**src/rtl/core/rc5_pkg.sv**
```systemverilog
// rc5_pkg: types, constants and helper functions for the RC5 block cipher unit.
// No dependencies; used by rc5_if, rc5_cell and the top level of the core.
`timescale 1ns / 1ps
package rc5_pkg;

   localparam logic [31:0] RC5_P = 32'hb7e15163;
   localparam logic [31:0] RC5_Q = 32'h9e3779b9;

   localparam logic OP_ENCRYPT = 1'b0;
   localparam logic OP_DECRYPT = 1'b1;

   localparam int CSR_INDEX_WIDTH = 2;
   localparam logic [CSR_INDEX_WIDTH-1:0] CSR_KEY_LOW  = 2'd0;
   localparam logic [CSR_INDEX_WIDTH-1:0] CSR_KEY_HIGH = 2'd1;

   typedef enum logic [2:0] {
      ST_IDLE,
      ST_EXPAND,
      ST_ALIGN,
      ST_RUN,
      ST_DONE
   } rc5_state_type;

   // shift/load controls shared by every cell of a ring
   typedef struct packed {
      logic load;
      logic fwd;
      logic bwd;
   } rc5_cell_ctrl_type;

   function automatic logic [31:0] rotl32(input logic [31:0] x, input logic [4:0] s);
      logic [63:0] t;
      t = {x, x} << s;
      return t[63:32];
   endfunction

   function automatic logic [31:0] rotr32(input logic [31:0] x, input logic [4:0] s);
      logic [63:0] t;
      t = {x, x} >> s;
      return t[31:0];
   endfunction

   // initial table word k: P + k*Q mod 2^32
   function automatic logic [31:0] fill_word(input int k);
      logic [63:0] t;
      t = 64'(RC5_P) + 64'(RC5_Q) * 64'(k);
      return t[31:0];
   endfunction

endpackage

```
**src/rtl/core/rc5_if.sv**
```systemverilog
// rc5_if: valid/ready channel interfaces for requests, responses and CSR writes.
// Depends on rc5_pkg for the CSR index width.
`timescale 1ns / 1ps
interface rc5_req_if;
   logic        valid;
   logic        ready;
   logic        opcode;
   logic [31:0] in_word_a;
   logic [31:0] in_word_b;
   modport source (output valid, opcode, in_word_a, in_word_b, input ready);
   modport sink   (input valid, opcode, in_word_a, in_word_b, output ready);
endinterface

interface rc5_rsp_if;
   logic        valid;
   logic        ready;
   logic [31:0] out_word_a;
   logic [31:0] out_word_b;
   modport source (output valid, out_word_a, out_word_b, input ready);
   modport sink   (input valid, out_word_a, out_word_b, output ready);
endinterface

interface rc5_csr_if;
   logic                                valid;
   logic                                ready;
   logic [rc5_pkg::CSR_INDEX_WIDTH-1:0] index;
   logic [63:0]                         data;
   modport source (output valid, index, data, input ready);
   modport sink   (input valid, index, data, output ready);
endinterface

```
**src/rtl/core/rc5_block_cipher_unit.sv**
```systemverilog
// rc5_block_cipher_unit: RC5-32 top level, rings of word cells plus the sequencer.
// Depends on rc5_pkg, rc5_if and rc5_cell.
//
//   channel  dir  handshake      payload
//   req_bus  in   valid/ready    opcode, in_word_a, in_word_b
//   rsp_bus  out  valid/ready    out_word_a, out_word_b
//   csr_bus  in   valid/ready    index (0 key_low, 1 key_high), data
//
// One item at a time. From the request transfer to rsp_bus.valid an item goes
// through ring rotation to bring the first round key to the head cell, the
// rounds and the done state; the next request can be taken once rsp_bus.valid rises.
// After reset or a key write, the first item also goes through key expansion
// first, one mixing step per cycle through the head cells.
// Synchronous reset clears control state and the key registers only; the result
// register holds while rsp_bus is stalled, and a new request is taken meanwhile.
`timescale 1ns / 1ps
module rc5_block_cipher_unit #(
   parameter int ROUNDS      = 12,
   parameter int TABLE_WORDS = 26,
   parameter int KEY_BYTES   = 16
) (
   input  logic        clock,
   input  logic        reset,
   rc5_req_if.sink     req_bus,
   rc5_rsp_if.source   rsp_bus,
   rc5_csr_if.sink     csr_bus
);
   import rc5_pkg::*;

   localparam int T         = TABLE_WORDS;
   localparam int KW        = (KEY_BYTES + 3) / 4;
   localparam int PW        = (T > 1) ? $clog2(T) : 1;
   localparam int DEC_LAST  = 2 * ROUNDS + 1;
   localparam int IW        = $clog2(DEC_LAST + 1);
   localparam int EXP_STEPS = 3 * T;
   localparam int EW        = $clog2(EXP_STEPS);
   localparam int DEC_START = (DEC_LAST < T) ? DEC_LAST : T - 1;

   // control state
   rc5_state_type state_ff, state_in;
   logic          tready_ff, tready_in;     // round key table built
   logic [PW-1:0] pos_ff, pos_in;           // table index at the head cell
   logic [IW-1:0] idx_ff, idx_in;           // round key index in use
   logic [EW-1:0] cnt_ff, cnt_in;           // expansion step
   logic          out_valid_ff, out_valid_in;

   // payload
   logic        op_ff, op_in;
   logic [31:0] wa_ff, wa_in;
   logic [31:0] wb_ff, wb_in;
   logic [31:0] xa_ff, xa_in;               // expansion A/B
   logic [31:0] xb_ff, xb_in;
   logic [31:0] oa_ff, oa_in;
   logic [31:0] ob_ff, ob_in;
   logic [63:0] key_lo_ff, key_lo_in;
   logic [63:0] key_hi_ff, key_hi_in;

   // rings
   logic [31:0]       ring_q [T];
   logic [31:0]       kring_q [KW];
   rc5_cell_ctrl_type ring_ctrl, kring_ctrl;
   logic              ring_wr;
   logic [31:0]       new_s, new_l, sum_ab, rk;

   genvar gi;
   generate
      for (gi = 0; gi < T; gi++) begin : g_ring
         logic [31:0] fwd_v, bwd_v;
         if (gi < T - 1) begin : g_mid
            assign fwd_v = ring_q[gi+1];
         end else begin : g_tail
            // tail takes the fresh mixed word during expansion, else wraps
            assign fwd_v = ring_wr ? new_s : ring_q[0];
         end
         if (gi > 0) begin : g_bn
            assign bwd_v = ring_q[gi-1];
         end else begin : g_bh
            assign bwd_v = ring_q[T-1];
         end
         rc5_cell u_cell (
            .clock    (clock),
            .ctrl     (ring_ctrl),
            .load_val (fill_word(gi)),
            .fwd_val  (fwd_v),
            .bwd_val  (bwd_v),
            .word     (ring_q[gi])
         );
      end

      for (gi = 0; gi < KW; gi++) begin : g_kring
         logic [31:0] kfwd_v, kload_v;
         if (gi < KW - 1) begin : g_mid
            assign kfwd_v = kring_q[gi+1];
         end else begin : g_tail
            assign kfwd_v = new_l;
         end
         // key word gi from register bytes 4gi..4gi+3, bytes past KEY_BYTES zero
         for (genvar bj = 0; bj < 4; bj++) begin : g_byte
            localparam int N = 4 * gi + bj;
            if (N < KEY_BYTES) begin : g_on
               if (N < 8) begin : g_lo
                  assign kload_v[8*bj +: 8] = key_lo_ff[8*N +: 8];
               end else begin : g_hi
                  assign kload_v[8*bj +: 8] = key_hi_ff[8*(N-8) +: 8];
               end
            end else begin : g_off
               assign kload_v[8*bj +: 8] = 8'h00;
            end
         end
         rc5_cell u_kcell (
            .clock    (clock),
            .ctrl     (kring_ctrl),
            .load_val (kload_v),
            .fwd_val  (kfwd_v),
            .bwd_val  (kfwd_v),
            .word     (kring_q[gi])
         );
      end
   endgenerate

   // expansion step on the head cells
   assign new_s  = rotl32(ring_q[0] + xa_ff + xb_ff, 5'd3);
   assign sum_ab = new_s + xb_ff;
   assign new_l  = rotl32(kring_q[0] + sum_ab, sum_ab[4:0]);

   // round key, indexes past the table read zero
   assign rk = (int'(idx_ff) < T) ? ring_q[0] : 32'h0;

   assign req_bus.ready      = (state_ff == ST_IDLE);
   assign csr_bus.ready      = 1'b1;
   assign rsp_bus.valid      = out_valid_ff;
   assign rsp_bus.out_word_a = oa_ff;
   assign rsp_bus.out_word_b = ob_ff;

   always_comb begin
      state_in     = state_ff;
      tready_in    = tready_ff;
      pos_in       = pos_ff;
      idx_in       = idx_ff;
      cnt_in       = cnt_ff;
      out_valid_in = out_valid_ff;
      op_in        = op_ff;
      wa_in        = wa_ff;
      wb_in        = wb_ff;
      xa_in        = xa_ff;
      xb_in        = xb_ff;
      oa_in        = oa_ff;
      ob_in        = ob_ff;
      key_lo_in    = key_lo_ff;
      key_hi_in    = key_hi_ff;
      ring_ctrl    = '0;
      kring_ctrl   = '0;
      ring_wr      = 1'b0;

      if (rsp_bus.valid && rsp_bus.ready) begin
         out_valid_in = 1'b0;
      end

      case (state_ff)
         ST_IDLE: begin
            if (req_bus.valid) begin
               op_in = req_bus.opcode;
               wa_in = req_bus.in_word_a;
               wb_in = req_bus.in_word_b;
               if (!tready_ff) begin
                  ring_ctrl.load  = 1'b1;
                  kring_ctrl.load = 1'b1;
                  pos_in   = '0;
                  cnt_in   = '0;
                  xa_in    = '0;
                  xb_in    = '0;
                  state_in = ST_EXPAND;
               end else begin
                  state_in = ST_ALIGN;
               end
            end
         end
         ST_EXPAND: begin
            ring_ctrl.fwd  = 1'b1;
            kring_ctrl.fwd = 1'b1;
            ring_wr = 1'b1;
            xa_in   = new_s;
            xb_in   = new_l;
            pos_in  = (int'(pos_ff) == T - 1) ? '0 : pos_ff + 1'b1;
            cnt_in  = cnt_ff + 1'b1;
            if (cnt_ff == EW'(EXP_STEPS - 1)) begin
               tready_in = 1'b1;
               state_in  = ST_ALIGN;
            end
         end
         ST_ALIGN: begin
            if (pos_ff == ((op_ff == OP_DECRYPT) ? PW'(DEC_START) : PW'(0))) begin
               idx_in   = (op_ff == OP_DECRYPT) ? IW'(DEC_LAST) : '0;
               state_in = ST_RUN;
            end else begin
               ring_ctrl.fwd = 1'b1;
               pos_in = (int'(pos_ff) == T - 1) ? '0 : pos_ff + 1'b1;
            end
         end
         ST_RUN: begin
            if (op_ff == OP_ENCRYPT) begin
               if (idx_ff == IW'(0)) begin
                  wa_in = wa_ff + rk;
               end else if (idx_ff == IW'(1)) begin
                  wb_in = wb_ff + rk;
               end else if (!idx_ff[0]) begin
                  wa_in = rotl32(wa_ff ^ wb_ff, wb_ff[4:0]) + rk;
               end else begin
                  wb_in = rotl32(wb_ff ^ wa_ff, wa_ff[4:0]) + rk;
               end
               if (int'(idx_ff) < T) begin
                  ring_ctrl.fwd = 1'b1;
                  pos_in = (int'(pos_ff) == T - 1) ? '0 : pos_ff + 1'b1;
               end
               if (idx_ff == IW'(DEC_LAST)) begin
                  state_in = ST_DONE;
               end else begin
                  idx_in = idx_ff + 1'b1;
               end
            end else begin
               if (idx_ff == IW'(0)) begin
                  wa_in = wa_ff - rk;
               end else if (idx_ff == IW'(1)) begin
                  wb_in = wb_ff - rk;
               end else if (idx_ff[0]) begin
                  wb_in = rotr32(wb_ff - rk, wa_ff[4:0]) ^ wa_ff;
               end else begin
                  wa_in = rotr32(wa_ff - rk, wb_ff[4:0]) ^ wb_ff;
               end
               if (int'(idx_ff) < T) begin
                  ring_ctrl.bwd = 1'b1;
                  pos_in = (pos_ff == '0) ? PW'(T - 1) : pos_ff - 1'b1;
               end
               if (idx_ff == IW'(0)) begin
                  state_in = ST_DONE;
               end else begin
                  idx_in = idx_ff - 1'b1;
               end
            end
         end
         ST_DONE: begin
            if (!out_valid_ff || rsp_bus.ready) begin
               oa_in        = wa_ff;
               ob_in        = wb_ff;
               out_valid_in = 1'b1;
               state_in     = ST_IDLE;
            end
         end
         default: begin
            state_in = ST_IDLE;
         end
      endcase

      // key writes; the user must issue them only while idle, the block does not enforce it
      if (csr_bus.valid) begin
         if (csr_bus.index == CSR_KEY_LOW) begin
            key_lo_in = csr_bus.data;
            tready_in = 1'b0;
         end else if (csr_bus.index == CSR_KEY_HIGH) begin
            key_hi_in = csr_bus.data;
            tready_in = 1'b0;
         end
      end
   end

   always_ff @(posedge clock) begin
      if (reset) begin
         state_ff     <= ST_IDLE;
         tready_ff    <= 1'b0;
         pos_ff       <= '0;
         idx_ff       <= '0;
         cnt_ff       <= '0;
         out_valid_ff <= 1'b0;
         key_lo_ff    <= '0;
         key_hi_ff    <= '0;
      end else begin
         state_ff     <= state_in;
         tready_ff    <= tready_in;
         pos_ff       <= pos_in;
         idx_ff       <= idx_in;
         cnt_ff       <= cnt_in;
         out_valid_ff <= out_valid_in;
         key_lo_ff    <= key_lo_in;
         key_hi_ff    <= key_hi_in;
      end
   end

   always_ff @(posedge clock) begin
      op_ff <= op_in;
      wa_ff <= wa_in;
      wb_ff <= wb_in;
      xa_ff <= xa_in;
      xb_ff <= xb_in;
      oa_ff <= oa_in;
      ob_ff <= ob_in;
   end
endmodule

```
**src/rtl/core/rc5_cell.sv**
```systemverilog
// rc5_cell: one 32-bit word of a ring; loads, or takes its forward or backward neighbor.
// Depends on rc5_pkg for the control struct.
`timescale 1ns / 1ps
module rc5_cell (
   input  logic                       clock,
   input  rc5_pkg::rc5_cell_ctrl_type ctrl,
   input  logic [31:0]                load_val,
   input  logic [31:0]                fwd_val,
   input  logic [31:0]                bwd_val,
   output logic [31:0]                word
);
   import rc5_pkg::*;

   logic [31:0] word_ff;
   logic [31:0] word_in;

   always_comb begin
      word_in = word_ff;
      if (ctrl.load) begin
         word_in = load_val;
      end else if (ctrl.fwd) begin
         word_in = fwd_val;
      end else if (ctrl.bwd) begin
         word_in = bwd_val;
      end
   end

   always_ff @(posedge clock) begin
      word_ff <= word_in;
   end

   assign word = word_ff;
endmodule

```
**src/flat_wrapper.sv**
```systemverilog
// flat-port wrapper written by rule: the top's interface ports become plain ports
module rc5_block_cipher_unit_flat import rc5_pkg::*;
#(
   parameter int ROUNDS      = 12,
   parameter int TABLE_WORDS = 26,
   parameter int KEY_BYTES   = 16
)
  (clock, reset, req_bus_valid, req_bus_opcode, req_bus_in_word_a, req_bus_in_word_b, req_bus_ready, rsp_bus_valid, rsp_bus_out_word_a, rsp_bus_out_word_b, rsp_bus_ready, csr_bus_valid, csr_bus_index, csr_bus_data, csr_bus_ready);
  rc5_req_if req_bus_i ();
  rc5_rsp_if rsp_bus_i ();
  rc5_csr_if csr_bus_i ();
  input  logic clock;
  input  logic reset;
  input wire logic [$bits(req_bus_i.valid)-1:0] req_bus_valid;
  input wire logic [$bits(req_bus_i.opcode)-1:0] req_bus_opcode;
  input wire logic [$bits(req_bus_i.in_word_a)-1:0] req_bus_in_word_a;
  input wire logic [$bits(req_bus_i.in_word_b)-1:0] req_bus_in_word_b;
  output wire logic [$bits(req_bus_i.ready)-1:0] req_bus_ready;
  output wire logic [$bits(rsp_bus_i.valid)-1:0] rsp_bus_valid;
  output wire logic [$bits(rsp_bus_i.out_word_a)-1:0] rsp_bus_out_word_a;
  output wire logic [$bits(rsp_bus_i.out_word_b)-1:0] rsp_bus_out_word_b;
  input wire logic [$bits(rsp_bus_i.ready)-1:0] rsp_bus_ready;
  input wire logic [$bits(csr_bus_i.valid)-1:0] csr_bus_valid;
  input wire logic [$bits(csr_bus_i.index)-1:0] csr_bus_index;
  input wire logic [$bits(csr_bus_i.data)-1:0] csr_bus_data;
  output wire logic [$bits(csr_bus_i.ready)-1:0] csr_bus_ready;
  assign req_bus_i.valid = req_bus_valid;
  assign req_bus_i.opcode = req_bus_opcode;
  assign req_bus_i.in_word_a = req_bus_in_word_a;
  assign req_bus_i.in_word_b = req_bus_in_word_b;
  assign req_bus_ready = req_bus_i.ready;
  assign rsp_bus_valid = rsp_bus_i.valid;
  assign rsp_bus_out_word_a = rsp_bus_i.out_word_a;
  assign rsp_bus_out_word_b = rsp_bus_i.out_word_b;
  assign rsp_bus_i.ready = rsp_bus_ready;
  assign csr_bus_i.valid = csr_bus_valid;
  assign csr_bus_i.index = csr_bus_index;
  assign csr_bus_i.data = csr_bus_data;
  assign csr_bus_ready = csr_bus_i.ready;
  rc5_block_cipher_unit #(.ROUNDS(ROUNDS), .TABLE_WORDS(TABLE_WORDS), .KEY_BYTES(KEY_BYTES)) u_core (.clock(clock), .reset(reset), .req_bus(req_bus_i), .rsp_bus(rsp_bus_i), .csr_bus(csr_bus_i));
endmodule
```
**config.mk**
```make
export PLATFORM = sky130hd
export DESIGN_NAME = rc5_block_cipher_unit_flat
export DESIGN_NICKNAME = d
export VERILOG_FILES = /design/src/rtl/core/rc5_pkg.sv /design/src/rtl/core/rc5_if.sv /design/src/rtl/core/rc5_block_cipher_unit.sv /design/src/rtl/core/rc5_cell.sv /design/src/flat_wrapper.sv
export SDC_FILE = /design/constraint.sdc
export NUM_CORES = 2
export LEC_CHECK = 0
export ABC_AREA = 1
export BUFFER_PORTS_ARGS = -buffer_cell sky130_fd_sc_hd__buf_4
export CAP_MARGIN = 20
export CORE_ASPECT_RATIO = 2
export CORE_MARGIN = 2
export CORE_UTILIZATION = 45
export DETAILED_ROUTE_END_ITERATION = 6
export MAX_ROUTING_LAYER = met4
export PLACE_DENSITY_LB_ADDON = 0.2
export SLEW_MARGIN = 0
export SYNTH_ARGS = -nofsm -noshare
export SYNTH_HDL_FRONTEND = slang
export SYNTH_SLANG_ARGS = --single-unit
```
**constraint.sdc**
```tcl
create_clock -name clock -period 7.65 [get_ports clock]
set_input_delay 0.3825 -clock clock [delete_from_list [all_inputs] [get_ports clock]]
set_output_delay 0.3825 -clock clock [all_outputs]
set_load 0.02 [all_outputs]
```
==> out/results.ini, run 1 <==
[floorplanning]
die_x_um=299
die_h_um=593
start_util_pct=45.3
io_pins=203
rows=216

[global_route]
grt_use_total_pct=40.5
grt_pass1_vias=77300
grt_max_degree=243
antenna_found_initial=40
grt_pass1_wl_um=517000
overflow=0

[status]
haltStage=5_2_route
status=did not finish
tool.error=[ERROR DRT-0255] Maze Route cannot find path of net clock in worker of routeBox ( 289800 0 ) ( 298695 48300 ).

[place]
dp_hpwl_um=258000
place.gp.congestion=1.16
place_area_um2=82300
port_buffers=201
dp_cells=13300

[clock_network]
clockBufferDepth=3
cts_buffers=116
ctsHtreeMaxLevel=3
cts-root-buf=clkbuf_16
cts_sinks=1303

[yosys]
yosysUniqueCellTypes=67
synth-edff-count=321
ys_seq_elements=1303
synth-async-reset-ratio_pct=0
syn_inst=11200
ys_warn_count=0
yosysSeqAreaShare_pct=37.5
synth_fp_nets=11600
ys.flop_type=dfxtp_1
postSynthAreaPerCell_um2=7.00
syn_area_um2=78200

[sta]
worst_endpoint=u_core.g_kring[3].u_kcell.word[5]$_DFFE_PP_/D
worst-ep-kind=sequential cell input

synthesized netlist by cell type, drive strengths merged (28+ instances only):
cell type | instances | share of area (%)
nand4 | 29 | 0.23
dfxtp | 982 | 25
xnor2 | 37 | 0.41
nand3 | 1228 | 8.2
o22ai | 165 | 1.3
a21oi | 1035 | 6.7
o21ai | 847 | 5.5
o211ai | 283 | 2.7
ha | 225 | 3.6
or2 | 46 | 0.37
nand2 | 2555 | 12
nor3 | 30 | 0.23
a22oi | 33 | 0.32
inv | 1050 | 5.0
buf | 322 | 2.0
edfxtp | 321 | 12
mux2i | 40 | 0.51
a221oi | 155 | 1.7
clkbuf | 381 | 1.8
fa | 38 | 0.97
xor2 | 67 | 0.77
o221ai | 96 | 1.1
o21bai | 28 | 0.27
nor2 | 1003 | 4.9
kinds of logic after synthesis:
family	share of synthesized area, %
buf+inv	8.88
other cells	0.00480
simple gates	26.8
xor+xnor	1.18
compound gates	20.6
fa+ha+maj	4.58
flops	37.5
mux	0.512
what timing repair did:
item / in CTS / in global routing
buffers inserted: 1 / 11
pin swaps: 1 / 72
gates resized for setup: 16 / 185
hold buffers: 83 / 0
gates cloned: 0 / 0
hold endpoints to repair: 146 / 0
endpoints found under the setup margin: 30 / 64
stage by stage:
stage | TNS, ns | setup slack (ns) | hold WS, ns
5_1_grt | -1.65 | -0.119 | 0.0270
4_1_cts | 0 | 0.00222 | 0.00156
3_3_place_gp | -0.638 | -0.125 | 0.435
2_1_floorplan | 0 | 0.906 | 0.421
3_5_place_dp | -0.220 | -0.0706 | 0.439
metal layers:
metal  global-route usage (%)
met1                     42.3
met2                     64.1
met3                     9.32
met4                     36.0
met5                        -
==> run 2, diff against run 1 <==
--- a/config.mk
+++ b/config.mk
@@ -8,12 +8,10 @@
 export ABC_AREA = 1
 export BUFFER_PORTS_ARGS = -buffer_cell sky130_fd_sc_hd__buf_4
 export CAP_MARGIN = 20
-export CORE_ASPECT_RATIO = 2
 export CORE_MARGIN = 2
-export CORE_UTILIZATION = 45
+export CORE_UTILIZATION = 30
 export DETAILED_ROUTE_END_ITERATION = 6
-export MAX_ROUTING_LAYER = met4
-export PLACE_DENSITY_LB_ADDON = 0.2
+export PLACE_DENSITY_LB_ADDON = 0.15
 export SLEW_MARGIN = 0
 export SYNTH_ARGS = -nofsm -noshare
 export SYNTH_HDL_FRONTEND = slang
==> run 2 against run 1 <==
  * The run now ends clean
  * Synthesized cell count unchanged
  * Synthesized area unchanged
  * Global-route usage down 14 points
==> out/results.ini, run 2 <==
[clock_network]
ctsHtreeMaxLevel=4
path_clk_slew_ns=0.07
cts_tree=yes
clkLatencyLatePin_ns=0.86
clockBufferDepth=3
cts_buffers=160
cts_sinks=1303
cts-root-buf=clkbuf_16

[route]
ant_nets=0
drtPass1Iterations=6
vias_per_cell=5.43
drt_wl_total_um=367000
wire_per_inst_um=24.8
vias=80300
drc=0
drt-initial-drc-count=8313

[worst_setup_path]
reg2reg_slack_ns=0.43
critPathSlowestCell=fa_1
cp.required_ns=8.19
start_kind=flop
crit_path_end_kind=flop
crit_fanout=3
arrival_ns=7.76
crit_top_cell=nand3_2
slowest_delay_ns=0.45
path_class=reg -> reg

[yosys]
synth_top_cell_by_area=dfxtp_1
syn_inst=11200
synth-async-reset-ratio_pct=0
ys.flop_type=dfxtp_1
synthTopCellsByCount=2513 x nand2_1, 1180 x nand3_1, 1025 x a21oi_1
yosysMostFrequentCell=nand2_1
ys_seq_elements=1303
yosysSeqAreaShare_pct=37.5
ys_warn_count=0
synth-edff-count=321
postSynthAreaPerCell_um2=7.00
synth_top_area_share_pct=25.2
syn_area_um2=78200
synth_fp_nets=11600
synth_area_leaders=dfxtp_1 25%, edfxtp_1 12%, nand2_1 12%
yosysUniqueCellTypes=67

[sta]
fin_ws_ns=0.428
period_minus_slack_ns=7.22
worst_clock_skew_ns=0.0809
setup_viol=0
final_hold_viol_count=0
slew_violations=0
relSlewSlack_pct=20.2
worst_slew_pin_slew_ns=1.18
timing.fmax_ghz=0.138
period_share_pct=94.4

[final_layout]
regArea_um2=29300
final_net_count=11700
layout_common_cells=2500 x nand2_1, 1109 x nand3_1, 1018 x a21oi_1
fill_cells=27700
largest_register_ffs=832
drive_above_1_share_pct=9.73
syn_to_final_growth_pct=16.2
final_common_cell=nand2_1
multi_input_area_um2=42700

[place]
port_buffers=201
dp_hpwl_um=269000
dp_slack_ns=-0.0435
place.gp.congestion=1.01

[status]
status=finished, final reports clean

[floorplanning]
core_area_um2=259000
io_pins=203
die_area_um2=265000
die_x_um=514
die_h_um=514
start_util_pct=30.1
rows=187

[global_route]
grt_max_degree=208
overflow=0
grt_pass1_wl_um=531000
grt_pass1_vias=75500
grt_use_total_pct=26.8
antenna_found_initial=24

[flow_run]
drv_cap=0

[min_path]
hold_class=in -> reg

==> run 2: cell counts after synthesis <==
No cell type changed its count.
==> run 2: logic make-up after synthesis <==
kind of cell | Yosys count | synth area share [%]
xor+xnor | 104 | 1.18
fa+ha+maj | 263 | 4.58
buf+inv | 1759 | 8.88
compound gates | 2747 | 20.6
mux | 40 | 0.512
flops | 1303 | 37.5
simple gates | 4944 | 26.8
other cells | 1 | 0.00480
==> run 2: layer usage <==
| metal | vias up | share of wire, % | global-route usage (%) |
|---|---|---|---|
| met5 | - | 0.025 | 0 |
| met4 | 12 | 3.8 | 9.16 |
| met3 | 508 | 6.5 | 4.09 |
| met2 | 2719 | 44 | 42.3 |
| met1 | 38900 | 45 | 37.2 |
| li1 | 38100 | - | - |
==> run 2: worst max-delay path, delay by kind of cell, from the launching register on <==
kind / cells / cell delay, ns
xor gates and xnor gates: 1 / 0.23
adders and majority gates: 5 / 1.64
DFF: 1 / 0.43
AOI/OAI and AO/OA: 13 / 1.96
buffers and inverters: 5 / 0.57
and+or+nand+nor: 18 / 2.07
==> run 2: cell type report <==
| type | instances | share of cell area (%) |
|---|---|---|
| Multi-Input combinational cell | 8099 | 47.0 |
| Sequential cell | 1303 | 32.3 |
| Timing Repair Buffer | 632 | 5.75 |
| Clock buffer | 229 | 5.01 |
| Tap cell | 3402 | 4.69 |
| Inverter | 1056 | 4.40 |
| Clock inverter | 63 | 0.906 |
| Antenna cell | 10 | 0.0275 |
==> run 2: final timing paths <==
kind	to	startpoint	cells past startpoint
max	u_core.xb_ff[21]	u_core.xb_ff[24]	42
max reg2reg	u_core.xb_ff[21]	u_core.xb_ff[24]	42
min	u_core.wa_ff[0]	req_bus_in_word_a[0]	3
min reg2reg	u_core.key_hi_ff[21]	u_core.key_hi_ff[21]	2
==> run 2: stage by stage <==
step	TNS, ns	cell area (um2)	instances	util (%)	hold WS [ns]
floorplan	0	78200	11200	-	0.421
global placement	-0.490	83600	14400	32.3	0.436
detailed placement	-0.117	83700	14400	32.3	0.439
CTS	0	90100	14800	34.8	0.0112
global route	-0.382	90800	14800	35.0	0.0302
finish	0	90800	14800	35.0	0.0592
==> run 2: timing repair <==
action / in CTS / in global routing
endpoints found under the hold margin: 168 / 0
buffers inserted: 0 / 4
gates resized for setup: 2 / 134
gates cloned: 0 / 0
pin swaps: 0 / 62
hold buffers: 105 / 0
setup endpoints to repair: 9 / 64
Power of run 2 is not shown: default switching activity piles up to over one toggle a cycle in this logic, so the estimate is an artifact.
